===== src/imu_shq_pkg.sv =====
// Shared types, constants and helpers for the IMU sample health qualifier.
// No dependencies; every other file imports this package.

package imu_shq_pkg;

    localparam int unsigned NUM_CHECKED = 11;
    localparam logic [3:0] IDX_LAST = 4'(NUM_CHECKED - 1);

    localparam logic [19:0] HOLDOFF_RST  = 20'd10000;
    localparam logic [7:0]  RECOVERY_RST = 8'd20;

    localparam logic signed [15:0] SAMPLE_MIN = -16'sd32768;
    localparam logic signed [15:0] SAMPLE_MAX = 16'sd32767;

    localparam int unsigned CFG_DATA_W = 64;
    localparam int unsigned CFG_IDX_W  = 2;

    typedef enum logic [1:0] {
        ST_HELD  = 2'd0,
        ST_DUP   = 2'd1,
        ST_RECOV = 2'd2,
        ST_VALID = 2'd3
    } t_status;

    typedef enum logic [CFG_IDX_W-1:0] {
        CFG_EXP_LO   = 2'd0,
        CFG_EXP_HI   = 2'd1,
        CFG_HOLDOFF  = 2'd2,
        CFG_RECOVERY = 2'd3
    } t_cfg_reg;

    typedef struct packed {
        logic [63:0]        now_us;
        logic signed [15:0] accel_x;
        logic signed [15:0] accel_y;
        logic signed [15:0] accel_z;
        logic signed [15:0] temperature_raw;
        logic signed [15:0] gyro_x;
        logic signed [15:0] gyro_y;
        logic signed [15:0] gyro_z;
        logic [7:0]         check_readback;
    } t_in_word;

    typedef struct packed {
        t_status            status;
        logic signed [15:0] out_accel_x;
        logic signed [15:0] out_accel_y;
        logic signed [15:0] out_accel_z;
        logic signed [15:0] out_gyro_x;
        logic signed [15:0] out_gyro_y;
        logic signed [15:0] out_gyro_z;
        logic signed [15:0] out_temperature;
        logic               reset_request;
        logic [3:0]         next_check_index;
        logic [31:0]        mismatch_total;
    } t_out_word;

    typedef struct packed {
        logic [63:0] exp_lo;
        logic [23:0] exp_hi;
        logic [19:0] holdoff_us;
        logic [7:0]  recovery_ticks;
    } t_cfg;

    typedef struct packed {
        logic [63:0] deadline;
        logic [7:0]  recovery_left;
        logic [3:0]  check_idx;
        logic [47:0] last_triple;
        logic        dup_seen;
        logic [31:0] err_cnt;
    } t_state;

    function automatic logic [7:0] expected_byte(
        input logic [63:0] lo,
        input logic [23:0] hi,
        input logic [3:0]  idx
    );
        logic [7:0] b;
        b = '0;
        if (!idx[3]) begin
            b = lo[{idx[2:0], 3'b000} +: 8];
        end else if (idx[2:0] < 3'd3) begin
            b = hi[{idx[1:0], 3'b000} +: 8];
        end
        return b;
    endfunction

    function automatic logic signed [15:0] sat_negate(input logic signed [15:0] v);
        return (v == SAMPLE_MIN) ? SAMPLE_MAX : -v;
    endfunction

endpackage


===== src/imu_shq_ifs.sv =====
// Valid/ready channel interfaces for poll words and result words.
// Depends on imu_shq_pkg for the payload types.

interface imu_shq_in_if import imu_shq_pkg::*; ();
    logic     valid;
    logic     ready;
    t_in_word data;

    modport source (output valid, output data, input ready);
    modport sink   (input valid, input data, output ready);
endinterface

interface imu_shq_out_if import imu_shq_pkg::*; ();
    logic      valid;
    logic      ready;
    t_out_word data;

    modport source (output valid, output data, input ready);
    modport sink   (input valid, input data, output ready);
endinterface


===== src/imu_shq_step.sv =====
// Combinational poll evaluation: next state and result word for one poll.
// Depends on imu_shq_pkg.

module imu_shq_step import imu_shq_pkg::*; (
    input  t_in_word  i_in,
    input  t_state    i_state,
    input  t_cfg      i_cfg,
    output t_state    o_state,
    output t_out_word o_word
);

    logic        held;
    logic        checking;
    logic        mismatch;
    logic [64:0] dl_sum;
    logic [63:0] dl_sat;
    logic [3:0]  idx_base;
    logic [47:0] triple;
    logic        dup;
    logic [7:0]  rec_mid;

    always_comb begin
        held     = i_in.now_us < i_state.deadline;
        checking = !held && (i_state.recovery_left == '0);
        mismatch = i_in.check_readback !=
                   expected_byte(i_cfg.exp_lo, i_cfg.exp_hi, i_state.check_idx);
        dl_sum   = {1'b0, i_in.now_us} + {45'd0, i_cfg.holdoff_us};
        dl_sat   = dl_sum[64] ? '1 : dl_sum[63:0];
        idx_base = mismatch ? 4'd0 : i_state.check_idx;
        triple   = {i_in.accel_x, i_in.accel_y, i_in.accel_z};
        dup      = checking && !i_state.dup_seen && (triple == i_state.last_triple);
        rec_mid  = (checking && mismatch) ? i_cfg.recovery_ticks : i_state.recovery_left;

        o_state = i_state;
        o_word  = '0;

        if (checking) begin
            if (mismatch) begin
                if (i_state.err_cnt != '1) begin
                    o_state.err_cnt = i_state.err_cnt + 32'd1;
                end
                o_state.deadline = dl_sat;
            end
            o_state.check_idx = (idx_base == IDX_LAST) ? 4'd0 : idx_base + 4'd1;
            if (dup) begin
                o_state.dup_seen = 1'b1;
            end else begin
                o_state.last_triple = triple;
                o_state.dup_seen    = 1'b0;
            end
            o_state.recovery_left = rec_mid;
        end

        if (held) begin
            o_word.status = ST_HELD;
        end else if (dup) begin
            o_word.status = ST_DUP;
        end else if (rec_mid != '0) begin
            o_state.recovery_left = rec_mid - 8'd1;
            o_word.status         = ST_RECOV;
        end else begin
            o_word.status          = ST_VALID;
            o_word.out_accel_x     = i_in.accel_y;
            o_word.out_accel_y     = sat_negate(i_in.accel_x);
            o_word.out_accel_z     = i_in.accel_z;
            o_word.out_gyro_x      = i_in.gyro_y;
            o_word.out_gyro_y      = sat_negate(i_in.gyro_x);
            o_word.out_gyro_z      = i_in.gyro_z;
            o_word.out_temperature = i_in.temperature_raw;
        end

        o_word.reset_request    = checking && mismatch;
        o_word.next_check_index = o_state.check_idx;
        o_word.mismatch_total   = o_state.err_cnt;
    end

endmodule


===== src/imu_shq_sample_health_qualifier_top.sv =====
// Top level of the IMU sample health qualifier: input register, poll evaluation,
// result register, configuration registers. Depends on imu_shq_pkg, imu_shq_ifs,
// imu_shq_step.
//
//   channel    dir  handshake        word
//   i_sample   in   valid/ready      t_in_word  (one sensor poll)
//   o_result   out  valid/ready      t_out_word (one result per poll)
//   i_cfg_*    in   write enable     register index + 64-bit data
//
// One word per cycle sustained while o_result.ready holds.
// The poll is evaluated between the input register and the result register, and the
// state registers update in the same cycle the word moves on.
// Reset is synchronous; it clears state, valid flags and loads register defaults.
// A stalled result holds the input register; ready drops only when both are full.

module imu_sample_health_qualifier_top import imu_shq_pkg::*; (
    input  logic                  i_clk,
    input  logic                  i_rst_n,
    imu_shq_in_if.sink            i_sample,
    imu_shq_out_if.source         o_result,
    input  logic                  i_cfg_we,
    input  logic [CFG_IDX_W-1:0]  i_cfg_idx,
    input  logic [CFG_DATA_W-1:0] i_cfg_data
);

    logic      r_in_vld;
    t_in_word  r_in;
    logic      r_out_vld;
    t_out_word r_out;
    t_state    r_state;
    t_state    n_state;
    t_cfg      r_cfg;
    t_out_word n_out;
    logic      advance;

    assign advance        = r_in_vld && (!r_out_vld || o_result.ready);
    assign i_sample.ready = !r_in_vld || advance;
    assign o_result.valid = r_out_vld;
    assign o_result.data  = r_out;

    imu_shq_step u_step (
        .i_in    (r_in),
        .i_state (r_state),
        .i_cfg   (r_cfg),
        .o_state (n_state),
        .o_word  (n_out)
    );

    always_ff @(posedge i_clk) begin
        if (!i_rst_n) begin
            r_in_vld  <= 1'b0;
            r_out_vld <= 1'b0;
            r_state   <= '0;
        end else begin
            if (i_sample.ready) begin
                r_in_vld <= i_sample.valid;
            end
            if (advance) begin
                r_out_vld <= 1'b1;
                r_state   <= n_state;
            end else if (o_result.ready) begin
                r_out_vld <= 1'b0;
            end
        end
    end

    always_ff @(posedge i_clk) begin
        if (i_sample.ready && i_sample.valid) begin
            r_in <= i_sample.data;
        end
        if (advance) begin
            r_out <= n_out;
        end
    end

    always_ff @(posedge i_clk) begin
        if (!i_rst_n) begin
            r_cfg.exp_lo         <= '0;
            r_cfg.exp_hi         <= '0;
            r_cfg.holdoff_us     <= HOLDOFF_RST;
            r_cfg.recovery_ticks <= RECOVERY_RST;
        end else if (i_cfg_we) begin
            unique case (t_cfg_reg'(i_cfg_idx))
                CFG_EXP_LO:   r_cfg.exp_lo         <= i_cfg_data;
                CFG_EXP_HI:   r_cfg.exp_hi         <= i_cfg_data[23:0];
                CFG_HOLDOFF:  r_cfg.holdoff_us     <= i_cfg_data[19:0];
                CFG_RECOVERY: r_cfg.recovery_ticks <= i_cfg_data[7:0];
                default: ;
            endcase
        end
    end

    a_idx_range: assert property (@(posedge i_clk) disable iff (!i_rst_n)
        r_state.check_idx <= IDX_LAST)
        else $error("check index out of range");

    a_held_no_reset: assert property (@(posedge i_clk) disable iff (!i_rst_n)
        (r_out_vld && r_out.status == ST_HELD) |-> !r_out.reset_request)
        else $error("reset request on a held poll");

    a_blank_sample: assert property (@(posedge i_clk) disable iff (!i_rst_n)
        (r_out_vld && r_out.status != ST_VALID) |->
            (r_out.out_accel_x == '0 && r_out.out_accel_y == '0 &&
             r_out.out_gyro_x == '0 && r_out.out_gyro_y == '0 &&
             r_out.out_temperature == '0))
        else $error("sample fields set on a non-valid result");

    a_err_monotonic: assert property (@(posedge i_clk) disable iff (!i_rst_n)
        $past(i_rst_n) |-> r_state.err_cnt >= $past(r_state.err_cnt))
        else $error("error count decreased");

endmodule


===== src/flat_wrapper.sv =====
// flat-port wrapper written by rule: the top's interface ports become plain ports
module imu_sample_health_qualifier_top_flat import imu_shq_pkg::*;
  (i_clk, i_rst_n, i_cfg_we, i_cfg_idx, i_cfg_data, i_sample_valid, i_sample_data, i_sample_ready, o_result_valid, o_result_data, o_result_ready);
  imu_shq_in_if i_sample_i ();
  imu_shq_out_if o_result_i ();
  input  logic i_clk;
  input  logic i_rst_n;
  input  logic i_cfg_we;
  input  logic [CFG_IDX_W-1:0] i_cfg_idx;
  input  logic [CFG_DATA_W-1:0] i_cfg_data;
  input wire logic [$bits(i_sample_i.valid)-1:0] i_sample_valid;
  input wire logic [$bits(i_sample_i.data)-1:0] i_sample_data;
  output wire logic [$bits(i_sample_i.ready)-1:0] i_sample_ready;
  output wire logic [$bits(o_result_i.valid)-1:0] o_result_valid;
  output wire logic [$bits(o_result_i.data)-1:0] o_result_data;
  input wire logic [$bits(o_result_i.ready)-1:0] o_result_ready;
  assign i_sample_i.valid = i_sample_valid;
  assign i_sample_i.data = i_sample_data;
  assign i_sample_ready = i_sample_i.ready;
  assign o_result_valid = o_result_i.valid;
  assign o_result_data = o_result_i.data;
  assign o_result_i.ready = o_result_ready;
  imu_sample_health_qualifier_top u_core (.i_clk(i_clk), .i_rst_n(i_rst_n), .i_sample(i_sample_i), .o_result(o_result_i), .i_cfg_we(i_cfg_we), .i_cfg_idx(i_cfg_idx), .i_cfg_data(i_cfg_data));
endmodule

===== config.mk =====
export PLATFORM = sky130hd
export DESIGN_NAME = imu_sample_health_qualifier_top_flat
export DESIGN_NICKNAME = d
export VERILOG_FILES = /design/src/imu_shq_pkg.sv /design/src/imu_shq_ifs.sv /design/src/imu_shq_step.sv /design/src/imu_shq_sample_health_qualifier_top.sv /design/src/flat_wrapper.sv
export SDC_FILE = /design/constraint.sdc
export NUM_CORES = 1
export LEC_CHECK = 0
export ABC_AREA = 1
export BUFFER_PORTS_ARGS = -buffer_cell sky130_fd_sc_hd__clkbuf_2
export CAP_MARGIN = 40
export CORE_MARGIN = 10
export CORE_UTILIZATION = 50
export CTS_CLUSTER_SIZE = 30
export DETAILED_ROUTE_END_ITERATION = 12
export GPL_ROUTABILITY_DRIVEN = 0
export PLACE_DENSITY = 0.73
export SYNTH_ARGS = -nofsm -noshare
export SYNTH_HDL_FRONTEND = slang
export SYNTH_SLANG_ARGS = --single-unit

===== constraint.sdc =====
create_clock -name i_clk -period 10.1 [get_ports i_clk]
set_clock_uncertainty 0.2 [all_clocks]
set_input_delay 0.505 -clock i_clk [delete_from_list [all_inputs] [get_ports i_clk]]
set_output_delay 0.505 -clock i_clk [all_outputs]
set_load 0.03 [all_outputs]

### Word level (Yosys, flattened, before mapping)

Index checks and enable logic that the tools add are counted.

| word-level totals | value |
|---|---|
| register bits after elaboration | 610 |
| latch bits | 0 |
| bits in writable memories | 0 |
| ROM bits | 0 |
| bits of input ports | 255 |
| output and inout port bits | 153 |
| logic and storage cells | 102 |
| memories | 0 |

| cells by class | value |
|---|---|
| $add $sub $neg | 6 |
| $mul | 0 |
| div/mod/pow operators | 0 |
| order comparisons | 2 |
| eq/ne operators | 9 |
| shift operators | 2 |
| mux-type cells | 20 |
| bitwise operators | 1 |
| reduce and logical (&&, ||, !) cells | 27 |

Operators by type and width:

| cell | count |
|---|---|
| 93-bit two-way mux | 1 |
| 64-bit by 20-bit adder with 65-bit output | 1 |
| 64-bit less-than comparator | 1 |
| 32-bit two-way mux | 2 |
| 64-bit two-way mux | 1 |
| 64-bit by 7-bit indexed part select with 8-bit output | 1 |
| 48-bit equality test | 1 |
| 48-bit two-way mux | 1 |
| 8-bit two-way mux | 6 |
| 32-bit by 1-bit adder with 32-bit output (second input constant) | 1 |
| 16-bit equality test (second input constant) | 2 |
| 32-bit inequality test (second input constant) | 1 |
| 16-bit negator | 2 |
| 15-bit two-way mux | 2 |
| 24-bit by 6-bit indexed part select with 8-bit output | 1 |
| 2-bit AND reduction | 5 |
| 8-bit logical NOT | 1 |
| 4-bit two-way mux | 2 |
| 8-bit inequality test | 1 |
| 8-bit nonzero test | 1 |
| 4-bit OR reduction | 2 |
| 8-bit by 1-bit subtractor with 8-bit output (second input constant) | 1 |
| 1-bit logical AND | 6 |
| 3-bit AND reduction | 2 |
| other kinds (13) | 22 |

### Logic depth before layout (Yosys ltp)

| depth | value |
|---|---|
| word-level depth | 11 |
| depth in mapped cells | 27 |
| mapped depth without buffers | 26 |

### By module

Synthesis repeated with hierarchy kept, for this count alone.

| unflattened totals | value |
|---|---|
| cell total of the unflattened synthesis | 4207 |
| area, all modules | 32990.4 um^2 |

Modules (own cells, without submodules):

| module | instances | cells each | area each (um^2) | seq. area each (um^2) |
|---|---|---|---|---|
| imu_sample_health_qualifier_top | 1 | 2117 | 21994.8 | 15564.9 |
| imu_shq_step | 1 | 2090 | 10995.5 | 0.0 |

### Least setup slack after synthesis

OpenSTA, ideal clock, no wires.

| timing path | value |
|---|---|
| path type | input to register |
| start point | input o_result_ready |
| end point | register u_core.r_state[85] (netlist name) |
| setup time | 0.135 ns |
| arrival time | 5.689 ns |
| required time | 9.765 ns |
| setup slack | 4.076 ns |
| stages on the path | 7 |
| path buffers | 1 |
| cells stage by stage | inv_1 nand2_1 nand2_1 inv_1 clkbuf_1 o21ai_0 a21oi_1 |

| between the ends | value |
|---|---|
| longest elaborated chain between the ends | 2 |

RTL lines:

| item | RTL line | source |
|---|---|---|
| start, declared | flat_wrapper.sv:16 | `input wire logic [$bits(o_result_i.ready)-1:0] o_result_ready;` |
| 1-bit logical OR | imu_shq_sample_health_qualifier_top.sv:36 | `assign advance = r_in_vld && (!r_out_vld \|\| o_result.ready);` |
| 1-bit logical AND | imu_shq_sample_health_qualifier_top.sv:36 |  |
| via u_core.advance | imu_shq_sample_health_qualifier_top.sv:34 | `logic advance;` |
| end signal, assigned | imu_shq_sample_health_qualifier_top.sv:60 | `r_state <= n_state;` |
| end, declared | imu_shq_sample_health_qualifier_top.sv:30 | `t_state r_state;` |

The timed path passes the listed nets, and every way through them passes these cells.
A chain may end at the register's enable or synchronous reset.

### Final worst setup path

| timing path | value |
|---|---|
| start point | register u_core.r_in[183] (netlist name) |
| end point | register u_core.r_out (netlist bit u_core.o_result.data[88]) (data pin) |

| between the ends | value |
|---|---|
| longest elaborated chain between the ends | 7 |
| elaborated cells between the ends (all ways) | 9 |
| classes of those cells | order compare: 1; mux: 1; reduce/logical: 7 |

RTL lines:

| item | RTL line | source |
|---|---|---|
| start, declared | imu_shq_sample_health_qualifier_top.sv:27 | `t_in_word r_in;` |
| start signal, assigned | imu_shq_sample_health_qualifier_top.sv:69 | `r_in <= i_sample.data;` |
| 64-bit less-than comparator (*) | imu_shq_step.sv:23 | `held = i_in.now_us < i_state.deadline;` |
| 1-bit logical NOT | imu_shq_step.sv:24 | `checking = !held && (i_state.recovery_left == '0);` |
| 1-bit logical AND | imu_shq_step.sv:24 |  |
| 1-bit logical AND | imu_shq_step.sv:32 | `rec_mid = (checking && mismatch) ? i_cfg.recovery_ticks : i_state.recovery_left;` |
| 8-bit two-way mux | imu_shq_step.sv:32 |  |
| 8-bit nonzero test | imu_shq_step.sv:58 | `end else if (rec_mid != '0) begin` |
| 3-bit OR reduction (no line) (*) | -- |  |
| end signal, assigned | imu_shq_sample_health_qualifier_top.sv:72 | `r_out <= n_out;` |
| end, declared | imu_shq_sample_health_qualifier_top.sv:29 | `t_out_word r_out;` |

Mark *: on every way between the ends. The rest lies on a longest branch, timed or not.

==> impl_summary.log <==
INFO  metric drt.antenna.violating_nets = 0
INFO  metric initial_core_util = between 50% and 60%
INFO  metric synth.top_cell.area_share = a little over a third
INFO  metric synthDominantAreaCellType = edfxtp_1
INFO  metric synth-warning-count = 0
INFO  metric grt_max_degree = between 100 and 150
INFO  metric area_delta_synth_final = 25.8%
INFO  metric placedInstanceArea = 0.0306 mm2
INFO  metric final_sum_of_negative_setup_slack = 0 ps
INFO  metric netlist_area = between 0.02 and 0.03 mm2
INFO  metric drt-wirelength-per-cell = 17.8 um
INFO  metric layout.nets = 4,045
INFO  metric crit_start = u_core.r_in[183]$_DFFE_PP_
INFO  metric p_leak = between 15 and 20 nW
INFO  metric firstDrtPassIters = 6
INFO  metric clock_sinks = 610
INFO  metric run_status = finished clean
INFO  metric synth-seq-area-share = 55.8%
INFO  metric timing.final.crit_share = about half
INFO  metric min-delay-start = i_cfg_data[13]
INFO  metric fmaxAchievable = roughly 200 MHz
INFO  metric end_kind = flop
INFO  metric fp-row-count = 86
INFO  metric fin_crit = roughly 5000 ps
INFO  metric routed_wirelength = 80,400 um
INFO  metric post_synth_main_area_contributors = edfxtp_1 36%, dfxtp_1 20%, inv_1 5.9%
INFO  metric postSynthCellCount = between 3,000 and 4,000
INFO  metric worst-endpoint-arrival = 5230 ps
INFO  metric htree_num_levels = 3
INFO  metric critical_path.max_fanout = between 60 and 70
INFO  metric clock_tree.buffer_depth = 3
INFO  metric holdCritPathClass = primary input to flop
INFO  metric finalHoldViolations = 0
INFO  metric grt_antenna_before_repair = 5
INFO  metric worst_setup_path_start_kind = flop
INFO  metric final_area = around 0.035 mm2
INFO  metric place.detailed.instances = approximately 4,200
INFO  metric timing.slew.headroom = 43.1%
INFO  metric ctsRootBufferMaster = clkbuf_16
INFO  metric required = approximately 10,000 ps
INFO  metric synth-main-ff-cell = edfxtp_1
INFO  metric postSynth.asyncResetShare = 0%
INFO  metric unrepaired_setup_endpoints_after_global_routing = false
INFO  metric globalRouteOverflowTotal = 0
INFO  metric postCtsSetupRepairBufs = 0
INFO  metric synth.most_common_cell = inv_1
INFO  metric drive_gt1_share = 15.8%
INFO  metric worstMarginPinSlew = 853 ps
INFO  metric clk_latency = 600 ps
INFO  metric port_buffers = approximately 410
INFO  metric cts_resized = 0
INFO  metric viasPerCell = around 5.2
INFO  metric ir_worst_vdd = approximately 140 uV
INFO  metric cts_tree = built
INFO  metric postLayoutSetupSlackWorst = between 5000 and 6000 ps
INFO  metric floorplan.core_area = between 0.05 and 0.06 mm2
INFO  metric first_iter_violations = between 2,000 and 2,500
INFO  metric drc_errors = 0
INFO  metric synth_enable_flop_cells = around 340
INFO  metric number_of_max_slew_violations_in_the_final_report = 0
INFO  metric cts-buffers-inserted = between 60 and 70
INFO  metric power.density_cell_area = 218 mW/mm2
INFO  metric vias = ~24,000
INFO  metric r2r-start = u_core.r_in[183]$_DFFE_PP_
INFO  metric die_x = 256 um
INFO  metric yosysUniqueCellTypes = between 50 and 60
INFO  metric crit_type = flop to flop
INFO  metric finish.cell_count_without_fillers = around 4,500
INFO  metric maxCapViolCount = 0
INFO  metric die-area = between 0.06 and 0.07 mm2
INFO  metric dpl_worst_slack = approximately 5000 ps
INFO  metric wire_length_of_the_first_global_routing_pass = 126,000 um
INFO  metric synth-seq-cells = 610
INFO  metric number_of_setup_violations_in_the_final_report = 0
INFO  metric synthesis.nets = around 3,400
INFO  metric dpl.hpwl = about 54,000 um
INFO  metric post_synth.cell_area_avg = about 9.0 um2
INFO  metric clkSlewWorstSetupHoldPaths = ~60 ps
INFO  metric die_height = roughly 260 um
INFO  metric io_pins = 408
INFO  metric first_global_vias = about 23,000
INFO  metric grt_use_total = a little under a quarter
INFO  metric synth.top_cells.by_count = 441 x inv_1, 418 x nand2_1, 401 x nor2_1, 335 x edfxtp_1, 295 x o21ai_0
==> cells by family after synthesis <==
group           share of synthesized area [%]
simple gates                             17.0
xor+xnor                                 2.83
fa+ha+maj                                4.02
compound gates                           12.2
flops                                    55.8
buf+inv                                  8.08
==> power breakdown <==
| part | switching (mW) | internal, mW | total [mW] | leakage (nW) |
|---|---|---|---|---|
| Combinational | 1.34 | 0.656 | 1.99 | 8.43 |
| Sequential | 0.177 | 3.00 | 3.18 | 5.50 |
| Clock | 1.02 | 1.44 | 2.46 | 1.07 |
==> cell usage in the layout, fill, tap and decap left out, types with 15 or more instances in the layout <==
cell type and count:
a21oi_1 232, a31oi_1 39, clkbuf_1 15, clkbuf_16 71, clkbuf_2 406, dfxtp_1 275, dlygate4sd3_1 228, edfxtp_1 335
ha_1 88, inv_1 439, nand2_1 416, nand3_1 112, nand4_1 39, nor2_1 399, nor2_2 15, nor3_1 43
nor4_1 23, o21ai_0 295, o21ai_1 15, o22ai_1 22, or2_2 15, xnor2_1 20, xor2_1 70
==> path summary, 6_finish.rpt <==
kind                                                  to  slack [ps]  depth (start not counted)
setup / recovery  u_core.o_result.data[88]$_SDFFCE_PP0P_        5100                         17
hold / removal             u_core.r_cfg[21]$_SDFFE_PN1P_          40                          3
setup reg to reg  u_core.o_result.data[88]$_SDFFCE_PP0P_        5100                         17
hold reg to reg            u_core.r_cfg[73]$_SDFFE_PN0P_         270                          2
==> cell type report <==
class | count | area (um2)
Multi-Input combinational cell | 1919 | 10100
Fill cell | 4432 | 20100
Tap cell | 748 | 936
Timing Repair Buffer | 653 | 4550
Inverter | 450 | 1710
Clock buffer | 88 | 1860
Antenna cell | 4 | 10.0
Clock inverter | 36 | 358
Sequential cell | 610 | 15600
==> through the flow <==
step / hold WS (ps) / total power [mW] / utilization (%)
floorplan: 229 / 4.64 / -
global placement: 246 / 5.05 / 55.1
detailed placement: 250 / 5.11 / 55.4
CTS: 1.16 / 7.64 / 63.5
global route: 14.1 / 8.04 / 63.5
finish: 39.4 / 7.63 / 63.5
==> repair_timing <==
action                                 4_1_cts  5_1_grt
setup endpoints to repair                    0        0
endpoints found under the hold margin      234        0
hold buffers                               228        0
==> flip-flops by register name, summed over array words and instances, names as in the netlist <==
| register | count |
|---|---|
| u_core.r_cfg | 116 |
| u_core.o_result.valid | 1 |
| u_core.r_state | 157 |
| u_core.r_in | 184 |
| u_core.o_result.data | 151 |
| u_core.r_in_vld | 1 |
==> critical path, stage by stage, from the launching register on <==
cell and delay [ps]:
edfxtp_1 430, ha_1 320, nand2_1 70, nor2_1 160, nand4_1 150, nor4_2 280, nand2_1 90, nor2_1 90
nand2_1 170, a21oi_2 620, nand3_1 140, nand2_1 180, ha_1 170, nand3_1 80, nor2_1 230, nand3_4 580
buf_4 620, nor2_1 200
==> routing by layer <==
layer	share of wire, %	global-route usage, %	wire length (um)	up-vias
met5	0.0087	0	7	-
met1	41	29.6	32800	11000
met3	6.7	4.25	5420	212
li1	-	-	-	11500
met2	48	40.0	38900	872
met4	4.2	10.6	3350	2
No activity file was read; power rests on OpenSTA's default activity.
